## config.mk

```make
export PLATFORM = sky130hd
export DESIGN_NAME = mips_coprocessor0_exceptions_top
export DESIGN_NICKNAME = d
export VERILOG_FILES = /design/src/sv/mcp0_pkg.sv /design/src/sv/mcp0_core.sv /design/src/sv/mips_coprocessor0_exceptions_top.sv
export SDC_FILE = /design/constraint.sdc
export NUM_CORES = 2
export LEC_CHECK = 0
export BUFFER_PORTS_ARGS = -buffer_cell sky130_fd_sc_hd__buf_4
export CAP_MARGIN = 20
export CORE_UTILIZATION = 45
export CTS_BUF_LIST = sky130_fd_sc_hd__clkbuf_16
export DETAILED_ROUTE_END_ITERATION = 8
export REMOVE_ABC_BUFFERS = 1
export SKIP_CTS_REPAIR_TIMING = 1
export SLEW_MARGIN = 20
export SYNTH_ARGS = -nofsm -noshare
export SYNTH_HDL_FRONTEND = slang
export SYNTH_SLANG_ARGS = --single-unit
```

## constraint.sdc

```tcl
create_clock -name clk -period 4.2 [get_ports clk]
set_clock_uncertainty 0.05 [all_clocks]
set_input_delay 0.21 -clock clk [delete_from_list [all_inputs] [get_ports clk]]
set_output_delay 0.21 -clock clk [all_outputs]
set_load 0.1 [all_outputs]
```

## src/sv/mcp0_pkg.sv

```systemverilog
package mcp0_pkg;

	// register file geometry
	localparam int RegCount = 32;
	localparam int RegAw    = $clog2(RegCount);

	// special registers
	localparam logic [4:0] RegBadv  = 5'd8;
	localparam logic [4:0] RegSr    = 5'd12;
	localparam logic [4:0] RegCause = 5'd13;
	localparam logic [4:0] RegEpc   = 5'd14;

	// exception codes
	localparam logic [4:0] ExcInt  = 5'd0;
	localparam logic [4:0] ExcAdel = 5'd4;
	localparam logic [4:0] ExcAdes = 5'd5;
	localparam logic [4:0] ExcSys  = 5'd8;
	localparam logic [4:0] ExcBp   = 5'd9;
	localparam logic [4:0] ExcOv   = 5'd12;

	localparam logic [31:0] ExcVector = 32'h8000_0080;

	// sr and cause bits
	localparam int SrIec   = 0;
	localparam int SrIm2   = 10;
	localparam int SrIsc   = 16;
	localparam int SrBev   = 22;
	localparam int CauseIp2 = 10;
	localparam int CauseBd = 31;

	typedef enum logic [2:0] {
		OpRead   = 3'd0,
		OpWrite  = 3'd1,
		OpRfe    = 3'd2,
		OpExc    = 3'd3,
		OpIrqChk = 3'd4,
		OpUnsup  = 3'd5
	} op_t;

	// one input beat
	typedef struct packed {
		logic        irq_pending;
		logic [31:0] fault_address;
		logic        in_delay_slot;
		logic [31:0] branch_pc;
		logic [31:0] current_pc;
		logic [4:0]  exc_code;
		logic [31:0] write_data;
		logic [4:0]  reg_index;
		logic [2:0]  opcode;
	} mcp0_item_t;

	// one result beat
	typedef struct packed {
		logic        halt_unsupported;
		logic        isolate_cache;
		logic [31:0] redirect_pc;
		logic        redirect;
		logic [31:0] read_data;
	} mcp0_result_t;

endpackage

```

## src/sv/mcp0_core.sv

```systemverilog
module mcp0_core import mcp0_pkg::*; (
	input  logic         clk,
	input  logic         arst_n,
	input  logic         fire,
	input  mcp0_item_t   item,
	output mcp0_result_t result
);

	typedef struct packed {
		logic [31:0] sr;
		logic [31:0] cause;
		logic        epc_we;
		logic [31:0] epc;
		logic        badv_we;
		logic [31:0] badv;
	} exc_upd_t;

	logic [31:0] regs_q [RegCount];
	logic        iso_q;

	// exception entry: push mode stack, record code, and for the codes that need them, epc and bad address
	function automatic exc_upd_t exc_entry(input logic [4:0] code, input logic [31:0] pc,
			input logic [31:0] bpc, input logic slot, input logic [31:0] faddr,
			input logic [31:0] sr, input logic [31:0] cause);
		exc_upd_t u;
		u.sr      = {sr[31:6], sr[3:0], 2'b00};
		u.cause   = {cause[31:7], code, 2'b00};
		u.epc_we  = 1'b0;
		u.epc     = pc - 32'd8;
		u.badv_we = (code == ExcAdel) || (code == ExcAdes);
		u.badv    = faddr;
		if ((code == ExcAdel) || (code == ExcAdes) || (code == ExcSys) ||
				(code == ExcBp) || (code == ExcOv)) begin
			u.epc_we = 1'b1;
		end
		if (code == ExcInt) begin
			u.epc_we = 1'b1;
			if (slot) begin
				u.epc            = bpc;
				u.cause[CauseBd] = 1'b1;
			end else begin
				u.epc = pc - 32'd4;
			end
		end
		return u;
	endfunction

	logic          in_range;
	logic [31:0]   rd_val;
	logic [31:0]   sr;
	logic [31:0]   cause;
	logic [31:0]   cause_irq;
	logic          irq_take;
	exc_upd_t      exc_u;
	logic          gen_we;
	logic [31:0]   gen_val;
	logic          sr_we;
	logic [31:0]   sr_d;
	logic          cause_we;
	logic [31:0]   cause_d;
	logic          epc_we;
	logic          badv_we;
	logic          iso_d;
	logic          redir;
	logic          halt;
	logic [31:0]   rdata;

	assign in_range  = {1'b0, item.reg_index} < 6'(RegCount);
	assign rd_val    = in_range ? regs_q[item.reg_index[RegAw-1:0]] : 32'd0;
	assign sr        = regs_q[RegSr[RegAw-1:0]];
	assign cause     = regs_q[RegCause[RegAw-1:0]];
	assign cause_irq = {cause[31:CauseIp2+1], item.irq_pending, cause[CauseIp2-1:0]};
	assign irq_take  = sr[SrIec] && sr[SrIm2] && item.irq_pending;

	// exception update, shared by explicit exceptions and taken interrupts
	always_comb begin
		if (op_t'(item.opcode) == OpIrqChk) begin
			exc_u = exc_entry(ExcInt, item.current_pc, item.branch_pc, item.in_delay_slot,
				item.fault_address, sr, cause_irq);
		end else begin
			exc_u = exc_entry(item.exc_code, item.current_pc, item.branch_pc,
				item.in_delay_slot, item.fault_address, sr, cause);
		end
	end

	// operation decode
	always_comb begin
		gen_we   = 1'b0;
		gen_val  = item.write_data;
		sr_we    = 1'b0;
		sr_d     = exc_u.sr;
		cause_we = 1'b0;
		cause_d  = exc_u.cause;
		epc_we   = 1'b0;
		badv_we  = 1'b0;
		iso_d    = iso_q;
		redir    = 1'b0;
		halt     = 1'b0;
		rdata    = 32'd0;
		case (op_t'(item.opcode))
			OpRead: begin
				rdata = rd_val;
			end
			OpWrite: begin
				gen_we = in_range;
				if (item.reg_index == RegCause) begin
					gen_val = {cause[31:10], item.write_data[9:8], cause[7:0]};
				end
				if (item.reg_index == RegSr) begin
					iso_d = item.write_data[SrIsc];
					halt  = item.write_data[SrBev];
				end else begin
					halt  = sr[SrBev];
				end
			end
			OpRfe: begin
				sr_we = 1'b1;
				sr_d  = {sr[31:4], sr[5:2]};
			end
			OpExc: begin
				sr_we    = 1'b1;
				cause_we = 1'b1;
				epc_we   = exc_u.epc_we;
				badv_we  = exc_u.badv_we;
				redir    = 1'b1;
			end
			OpIrqChk: begin
				cause_we = 1'b1;
				cause_d  = cause_irq;
				if (irq_take) begin
					sr_we   = 1'b1;
					cause_d = exc_u.cause;
					epc_we  = exc_u.epc_we;
					badv_we = exc_u.badv_we;
					redir   = 1'b1;
				end
			end
			default: begin
				halt = 1'b1;
			end
		endcase
	end

	// register file and isolation flag
	always_ff @(posedge clk or negedge arst_n) begin
		if (!arst_n) begin
			for (int i = 0; i < RegCount; i++) begin
				regs_q[i] <= 32'd0;
			end
			iso_q <= 1'b0;
		end else if (fire) begin
			if (gen_we) begin
				regs_q[item.reg_index[RegAw-1:0]] <= gen_val;
			end
			if (sr_we) begin
				regs_q[RegSr[RegAw-1:0]] <= sr_d;
			end
			if (cause_we) begin
				regs_q[RegCause[RegAw-1:0]] <= cause_d;
			end
			if (epc_we) begin
				regs_q[RegEpc[RegAw-1:0]] <= exc_u.epc;
			end
			if (badv_we) begin
				regs_q[RegBadv[RegAw-1:0]] <= exc_u.badv;
			end
			iso_q <= iso_d;
		end
	end

	assign result.read_data        = rdata;
	assign result.redirect         = redir;
	assign result.redirect_pc      = redir ? ExcVector : 32'd0;
	assign result.isolate_cache    = iso_d;
	assign result.halt_unsupported = halt;

endmodule

```

## src/sv/mips_coprocessor0_exceptions_top.sv

```systemverilog
// System control coprocessor with exception, interrupt-check and return-from-exception
// handling. It takes one operation beat per clock while the output is not stalled, and
// returns exactly one result beat per operation, carried from the input register to the
// output register; the sustained rate is one beat per cycle, set by the single register-file
// update done in the stage between the input register and the output register. While a
// result beat waits on a stalled output, the input register can still take one more beat,
// after which s_tready stays low until the waiting result beat is taken. All 32 coprocessor
// registers and the cache isolation flag are cleared by reset.
module mips_coprocessor0_exceptions_top import mcp0_pkg::*; (
	input  logic         clk,
	input  logic         arst_n,
	input  logic         s_tvalid,
	output logic         s_tready,
	// opcode[2:0], reg_index[7:3], write_data[39:8], exc_code[44:40], current_pc[76:45],
	// branch_pc[108:77], in_delay_slot[109], fault_address[141:110], irq_pending[142]
	input  logic [143:0] s_tdata,
	output logic         m_tvalid,
	input  logic         m_tready,
	// read_data[31:0], redirect[32], redirect_pc[64:33], isolate_cache[65],
	// halt_unsupported[66]
	output logic [71:0]  m_tdata
);

	mcp0_item_t   item_s1;
	logic         valid_s1;
	mcp0_result_t res;
	mcp0_result_t res_q;
	logic         m_valid_q;
	logic         advance;
	logic         s_fire;

	assign advance  = valid_s1 && (!m_valid_q || m_tready);
	assign s_tready = !valid_s1 || advance;
	assign s_fire   = s_tvalid && s_tready;

	// input register control
	always_ff @(posedge clk or negedge arst_n) begin
		if (!arst_n) begin
			valid_s1 <= 1'b0;
		end else if (s_fire) begin
			valid_s1 <= 1'b1;
		end else if (advance) begin
			valid_s1 <= 1'b0;
		end
	end

	// input register payload
	always_ff @(posedge clk) begin
		if (s_fire) begin
			item_s1 <= mcp0_item_t'(s_tdata[142:0]);
		end
	end

	mcp0_core u_core (
		.clk    (clk),
		.arst_n (arst_n),
		.fire   (advance),
		.item   (item_s1),
		.result (res)
	);

	// output register control
	always_ff @(posedge clk or negedge arst_n) begin
		if (!arst_n) begin
			m_valid_q <= 1'b0;
		end else if (advance) begin
			m_valid_q <= 1'b1;
		end else if (m_tready) begin
			m_valid_q <= 1'b0;
		end
	end

	// output register payload
	always_ff @(posedge clk) begin
		if (advance) begin
			res_q <= res;
		end
	end

	assign m_tvalid = m_valid_q;
	assign m_tdata  = {5'd0, res_q};

endmodule
```

Word level (Yosys, flattened, before mapping)
Index checks and enable logic that the tools add are counted.
{"block": "word_totals", "regBits": 1237, "out_inout_bits": 74}
{"block": "op_classes", "addsub": 2, "n_lt_le_gt_ge": 2, "n_eq_ne": 13, "mux": 40, "bitwise": 2, "reduce_logical": 32}
{"op": "$bwmux 1024", "n": 1}
{"op": "$mux 768", "n": 1}
{"op": "$mux 32", "n": 13}
{"op": "$bmux 32 s5", "n": 1}
{"op": "$demux 32 s5", "n": 1}
{"op": "$mux 98", "n": 1}
{"op": "$mux 33", "n": 1}
{"op": "$sub 32x3->32 const B", "n": 1}
{"op": "$sub 32x4->32 const B", "n": 1}
{"op": "$eq 5x4->1 const B", "n": 5}
{"op": "$mux 1", "n": 15}
{"op": "$reduce_bool 2->1", "n": 6}
{"op": "$eq 5x3->1 const B", "n": 2}
{"op": "$pmux 1 s2", "n": 5}
{"op": "$reduce_and 2->1", "n": 5}
{"op": "$reduce_and 3->1", "n": 3}
{"op": "$eq 3x2->1 const B", "n": 2}
{"op": "$ge 6x6->1 const B", "n": 1}
{"op": "$logic_or 1x1->1", "n": 6}
{"op": "$lt 6x1->1 const B", "n": 1}
{"op": "$mux 6", "n": 1}
{"op": "$not 5->6", "n": 1}
{"op": "$logic_and 1x1->1", "n": 5}
{"op": "$logic_not 5->1", "n": 1}
{"op": "other kinds (9)", "n": 11}

Depth between registers and ports, before layout
{"block": "logic_depth", "word_depth": 12, "mapped_depth": 10, "mapped_depth_nobuf": 8}

Cells and area by module
From an unflattened synthesis, not the netlist that was laid out.
{"block": "hier_totals", "cells_unflattened": 4516, "area_unflattened_um2": 52887.0}
{"module": "mcp0_core", "instances": 1, "cells_per_inst": 4292, "area_per_inst_um2": 46435.8, "seq_area_each_um2": 25649.6}
{"module": "mips_coprocessor0_exceptions_top", "instances": 1, "cells_per_inst": 224, "area_per_inst_um2": 6451.2, "seq_area_each_um2": 6356.1}

Worst setup path after synthesis
No wires, ideal clock.
{"block": "synth_path", "path_kind": "reg-to-reg", "startpoint": "reg m_valid_q, in the netlist m_tvalid", "endpoint": "reg item_s1[0] (netlist bit) (enable)", "arrival_time_ps": 4845, "path_slack_ps": -1213, "stages_incl_launch_ff": 4, "n_path_buf": 0, "period_less_slack_ps": 5413, "path_cell_list": "dfrtp_1 nand2b_1 or2_2 and2_1"}
{"block": "synth_via", "elab_chain_len": 5}
{"item": "start: declaration", "line": "mips_coprocessor0_exceptions_top.sv:28", "rtl": "logic m_valid_q;"}
{"item": "start signal: assignment", "line": "mips_coprocessor0_exceptions_top.sv:65", "rtl": "m_valid_q <= 1'b0;"}
{"item": "start signal: assignment", "line": "mips_coprocessor0_exceptions_top.sv:67", "rtl": "m_valid_q <= 1'b1;"}
{"item": "start signal: assignment", "line": "mips_coprocessor0_exceptions_top.sv:69", "rtl": "m_valid_q <= 1'b0;"}
{"item": "$logic_not 1->1", "line": "mips_coprocessor0_exceptions_top.sv:32", "rtl": "assign advance = valid_s1 && (!m_valid_q || m_tready);"}
{"item": "$logic_or 1x1->1", "line": "mips_coprocessor0_exceptions_top.sv:32"}
{"item": "$logic_and 1x1->1", "line": "mips_coprocessor0_exceptions_top.sv:32"}
{"item": "$logic_or 1x1->1", "line": "mips_coprocessor0_exceptions_top.sv:33", "rtl": "assign s_tready = !valid_s1 || advance;"}
{"item": "net s_tready", "line": "mips_coprocessor0_exceptions_top.sv:13", "rtl": "output logic s_tready,"}
{"item": "$logic_and 1x1->1", "line": "mips_coprocessor0_exceptions_top.sv:34", "rtl": "assign s_fire = s_tvalid && s_tready;"}
{"item": "net s_fire", "line": "mips_coprocessor0_exceptions_top.sv:30", "rtl": "logic s_fire;"}
{"item": "end signal: assignment", "line": "mips_coprocessor0_exceptions_top.sv:50", "rtl": "item_s1 <= mcp0_item_t'(s_tdata[142:0]);"}
{"item": "end: declaration", "line": "mips_coprocessor0_exceptions_top.sv:24", "rtl": "mcp0_item_t item_s1;"}
The timed path passes the listed nets, and every way through them passes these cells.
A chain may end at the register's enable or synchronous reset.

Worst setup path after layout
{"block": "layout_path", "startpoint": "reg item_s1[1] (netlist bit)", "endpoint": "reg u_core.regs_q[922] (netlist bit)"}
{"block": "layout_via", "elab_chain_len": 3, "elab_cells_between_ends": 5}
{"item": "$eq 3x1->1 (*)", "line": "mcp0_core.sv:100", "rtl": "case (op_t'(item.opcode))"}
{"item": "$mux 32 or $mux 1 (tied branches)", "line": "mcp0_core.sv:100"}
{"item": "$bwmux 1024 or $reduce_and 2->1 (tied branches)"}
{"item": "end signal: indexed assignment", "line": "mcp0_core.sv:153", "rtl": "regs_q[item.reg_index[RegAw-1:0]] <= gen_val;"}
{"item": "end signal: indexed assignment", "line": "mcp0_core.sv:156", "rtl": "regs_q[RegSr[RegAw-1:0]] <= sr_d;"}
{"item": "end signal: indexed assignment", "line": "mcp0_core.sv:159", "rtl": "regs_q[RegCause[RegAw-1:0]] <= cause_d;"}
{"item": "end: declaration", "line": "mcp0_core.sv:18", "rtl": "logic [31:0] regs_q [RegCount];"}
Mark *: on every way between the ends. The rest lies on a longest branch, timed or not.

==> results.json <==
{
  "status": "finished with violations",
  "violations": "design-rule violations",
  "cts_buffers": 131,
  "finalNonFillerCells": 6295,
  "grt_util_met1": 0.410,
  "yosys_most_used_dff": "dfrtp_1",
  "p_leak_nw": 26.1,
  "syn-cell-area_um2": 52100,
  "crit_fanout": 30,
  "grt_overflow": 0,
  "antenna_cells": 0,
  "dr.pass1.iters": 7,
  "fin_util": 0.531,
  "top_usage_layer": "met2",
  "clock_sinks": 1205,
  "ios": 222,
  "post-place-ws_ns": 0.953,
  "clockRootBuffer": "clkbuf_16",
  "grt_pass1_vias": 35700,
  "worstSetupStartpointType": "register",
  "detail-route-antenna-nets": 0,
  "grtUsageMet3": 0.0489,
  "drt_iter0_drc": 3781,
  "placed_cells": 5912,
  "path_class": "reg -> reg",
  "die_h_um": 342,
  "end_kind": "register",
  "vias": 36800,
  "synth-seq-area-share": 0.595,
  "drt_wl_total_um": 164000,
  "setup_viol": 0,
  "clk_latency_ns": 0.75,
  "synth.most_common_cell": "dfrtp_1",
  "drv_slew": 0,
  "seq_power_share": 0.492,
  "min_path_type": "in -> async",
  "power.switching_w": 0.00687,
  "worstPathArrival_ns": 3.85,
  "antenna_found_initial": 6,
  "layout.nets": 4832,
  "via_per_inst": 5.85,
  "initial_core_util": 0.455,
  "portBuffers": 185,
  "clk_pin_slew_worst_paths_ns": 0.06,
  "yosysTopAreaCell": "dfrtp_1",
  "ys_warn_count": 0,
  "min_period_ns": 3.31,
  "ir_worst_vdd_v": 0.000390,
  "grtUsageTotal": 0.282,
  "syn_avg_cell_area_um2": 11.6,
  "final_layout_size_suffix_gt1_frac": 0.197,
  "wl_per_cell_um": 26.0,
  "crit_required_ns": 4.74,
  "worst_slack_ns": 0.890,
  "die_x_um": 342,
  "powerDensity_nw_per_um2": 436,
  "pwr-share-comb": 0.094,
  "area_growth_pct": 16.8,
  "synth_area_leaders": "dfrtp_1 (49%), mux4_2 (11%), edfxtp_1 (10%)",
  "slew_headroom": 0.245,
  "synth-edff-count": 178,
  "synth.distinct_cells": 77,
  "synth_cells": 4489,
  "cts_max_path_buffers": 3,
  "synth_top_area_share": 0.493,
  "gp_congestion": 0.873,
  "grt_pass1_wl_um": 242000,
  "placementRows": 124,
  "drcViolationCount": 11,
  "layout_worst_path_cycle_share": 0.788,
  "place_hpwl_um": 104000,
  "met2_usage": 0.433,
  "core_area_um2": 115000,
  "switching_share": 0.259,
  "p_total_w": 0.0265,
  "rsz0062_at_grt": "false",
  "synth-seq-cells": 1205,
  "p_int_w": 0.0197,
  "fmax_ghz": 0.302,
  "synth_top_cells_by_count": "dfrtp_1 (1,027), nand2_1 (929), o21ai_0 (910)",
  "cts_tree": "done",
  "die-area_um2": 117000,
  "tightest_slew_ns": 1.13,
  "final_hold_viol_count": 0,
  "drv_cap": 0,
  "ys_async_sr_fraction": 0.852,
  "grt_max_degree": 123,
  "clockPowerShare": 0.414,
  "cts-htree-levels": 4
}
cell type report:
class                   count  area, µm²
repair buffers            500       4390
flip-flops and latches   1205      31000
fillers                  9823      53800
inverters                  10       38.8
well taps                1512       1890
clock inverters            97        594
multi-input cells        2833      19500
clock buffers             138       3450
path summary, 6_finish.rpt:
path / startpoint / endpoint / slack, ns / cells past startpoint
min in group clk: s_tdata[100] / item_s1[100] / 0.12 / 2
setup / recovery: item_s1[1] / u_core.regs_q[922] / 0.89 / 8
setup reg to reg: item_s1[1] / u_core.regs_q[922] / 0.89 / 8
max in group asynchronous: arst_n / u_core.cause[4] / 2.69 / 3
hold / removal: arst_n / u_core.regs_q[816] / 0.07 / 2
hold reg to reg: u_core.cause[17] / u_core.cause[17] / 0.37 / 0
worst max-delay path, cell delays in order (launching register included):
cell	delay [ns]
edfxtp_1	0.54
nor3b_2	0.28
and3_1	0.37
buf_4	0.25
and3_1	0.43
nand2_2	0.58
buf_4	0.45
nand2_1	0.11
o21ai_0	0.08
per-stage QoR:
step | area [µm²] | TNS (ns) | hold WS, ns
after floorplan | 50200 | -9790.38 | -0.136
after global placement | 55400 | 0 | 0.318
after detailed placement | 55400 | 0 | 0.337
after CTS | 59400 | 0 | -0.459
after global routing | 60900 | 0 | 0.108
final | 60900 | 0 | 0.0743
flip-flops by register name, indices dropped and copies added (netlist names), named ones only:
name	cells
m_tvalid	1
valid_s1	1
m_tdata	35
item_s1	143
u_core.cause	31
u_core.regs_q	960
u_core.iso_q	1
u_core.sr	32
cells by family (layout without fill, tap and decap cells):
family | Yosys count | after routing | synth area share
AOI/OAI and AO/OA | 1254 | 1254 | 0.135
xor gates and xnor gates | 27 | 27 | 0.00454
adders and majority gates | 3 | 3 | 0.000720
buffers and inverters | 485 | 745 | 0.0402
DFF | 1205 | 1205 | 0.595
muxes | 362 | 362 | 0.133
other | 1 | 35 | 0.0000719
and+or+nand+nor | 1152 | 1152 | 0.0911
layer usage:
| metal | vias up | wire, µm |
|---|---|---|
| met2 | 1365 | 76300 |
| met4 | 4 | 4430 |
| met3 | 253 | 11900 |
| li1 | 16300 | - |
| met5 | - | 25 |
| met1 | 18900 | 71100 |
cells in the final DEF, fill, tap and decap left out, types with 20 or more instances in the layout:
cell type and instances:
nor2_1 66, inv_1 48, nor3_1 24, mux4_2 256, o21ai_0 910, edfxtp_1 178, buf_4 331, a22o_1 41
a31oi_1 34, clkbuf_16 138, mux2i_2 28, nand2_1 913, clkinv_1 26, a221oi_1 36, dfrtp_1 1027, a21oi_1 76
mux2_2 73, dlygate4sd3_1 146, buf_12 20, nor2b_1 24, a22oi_1 83, conb_1 35
power by group through the flow:
stage | Sequential [W] | Clock, W | Combinational [W]
5_1_grt | 0.0131 | 0.0116 | 0.00271
3_5_place_dp | 0.0133 | 0 | 0.00238
6_report | 0.0131 | 0.0110 | 0.00250
2_1_floorplan | 0.0133 | 0 | 0.00125
4_1_cts | 0.0130 | 0.0112 | 0.00238
3_3_place_gp | 0.0132 | 0 | 0.00234
No activity file was read; power rests on OpenSTA's default activity.
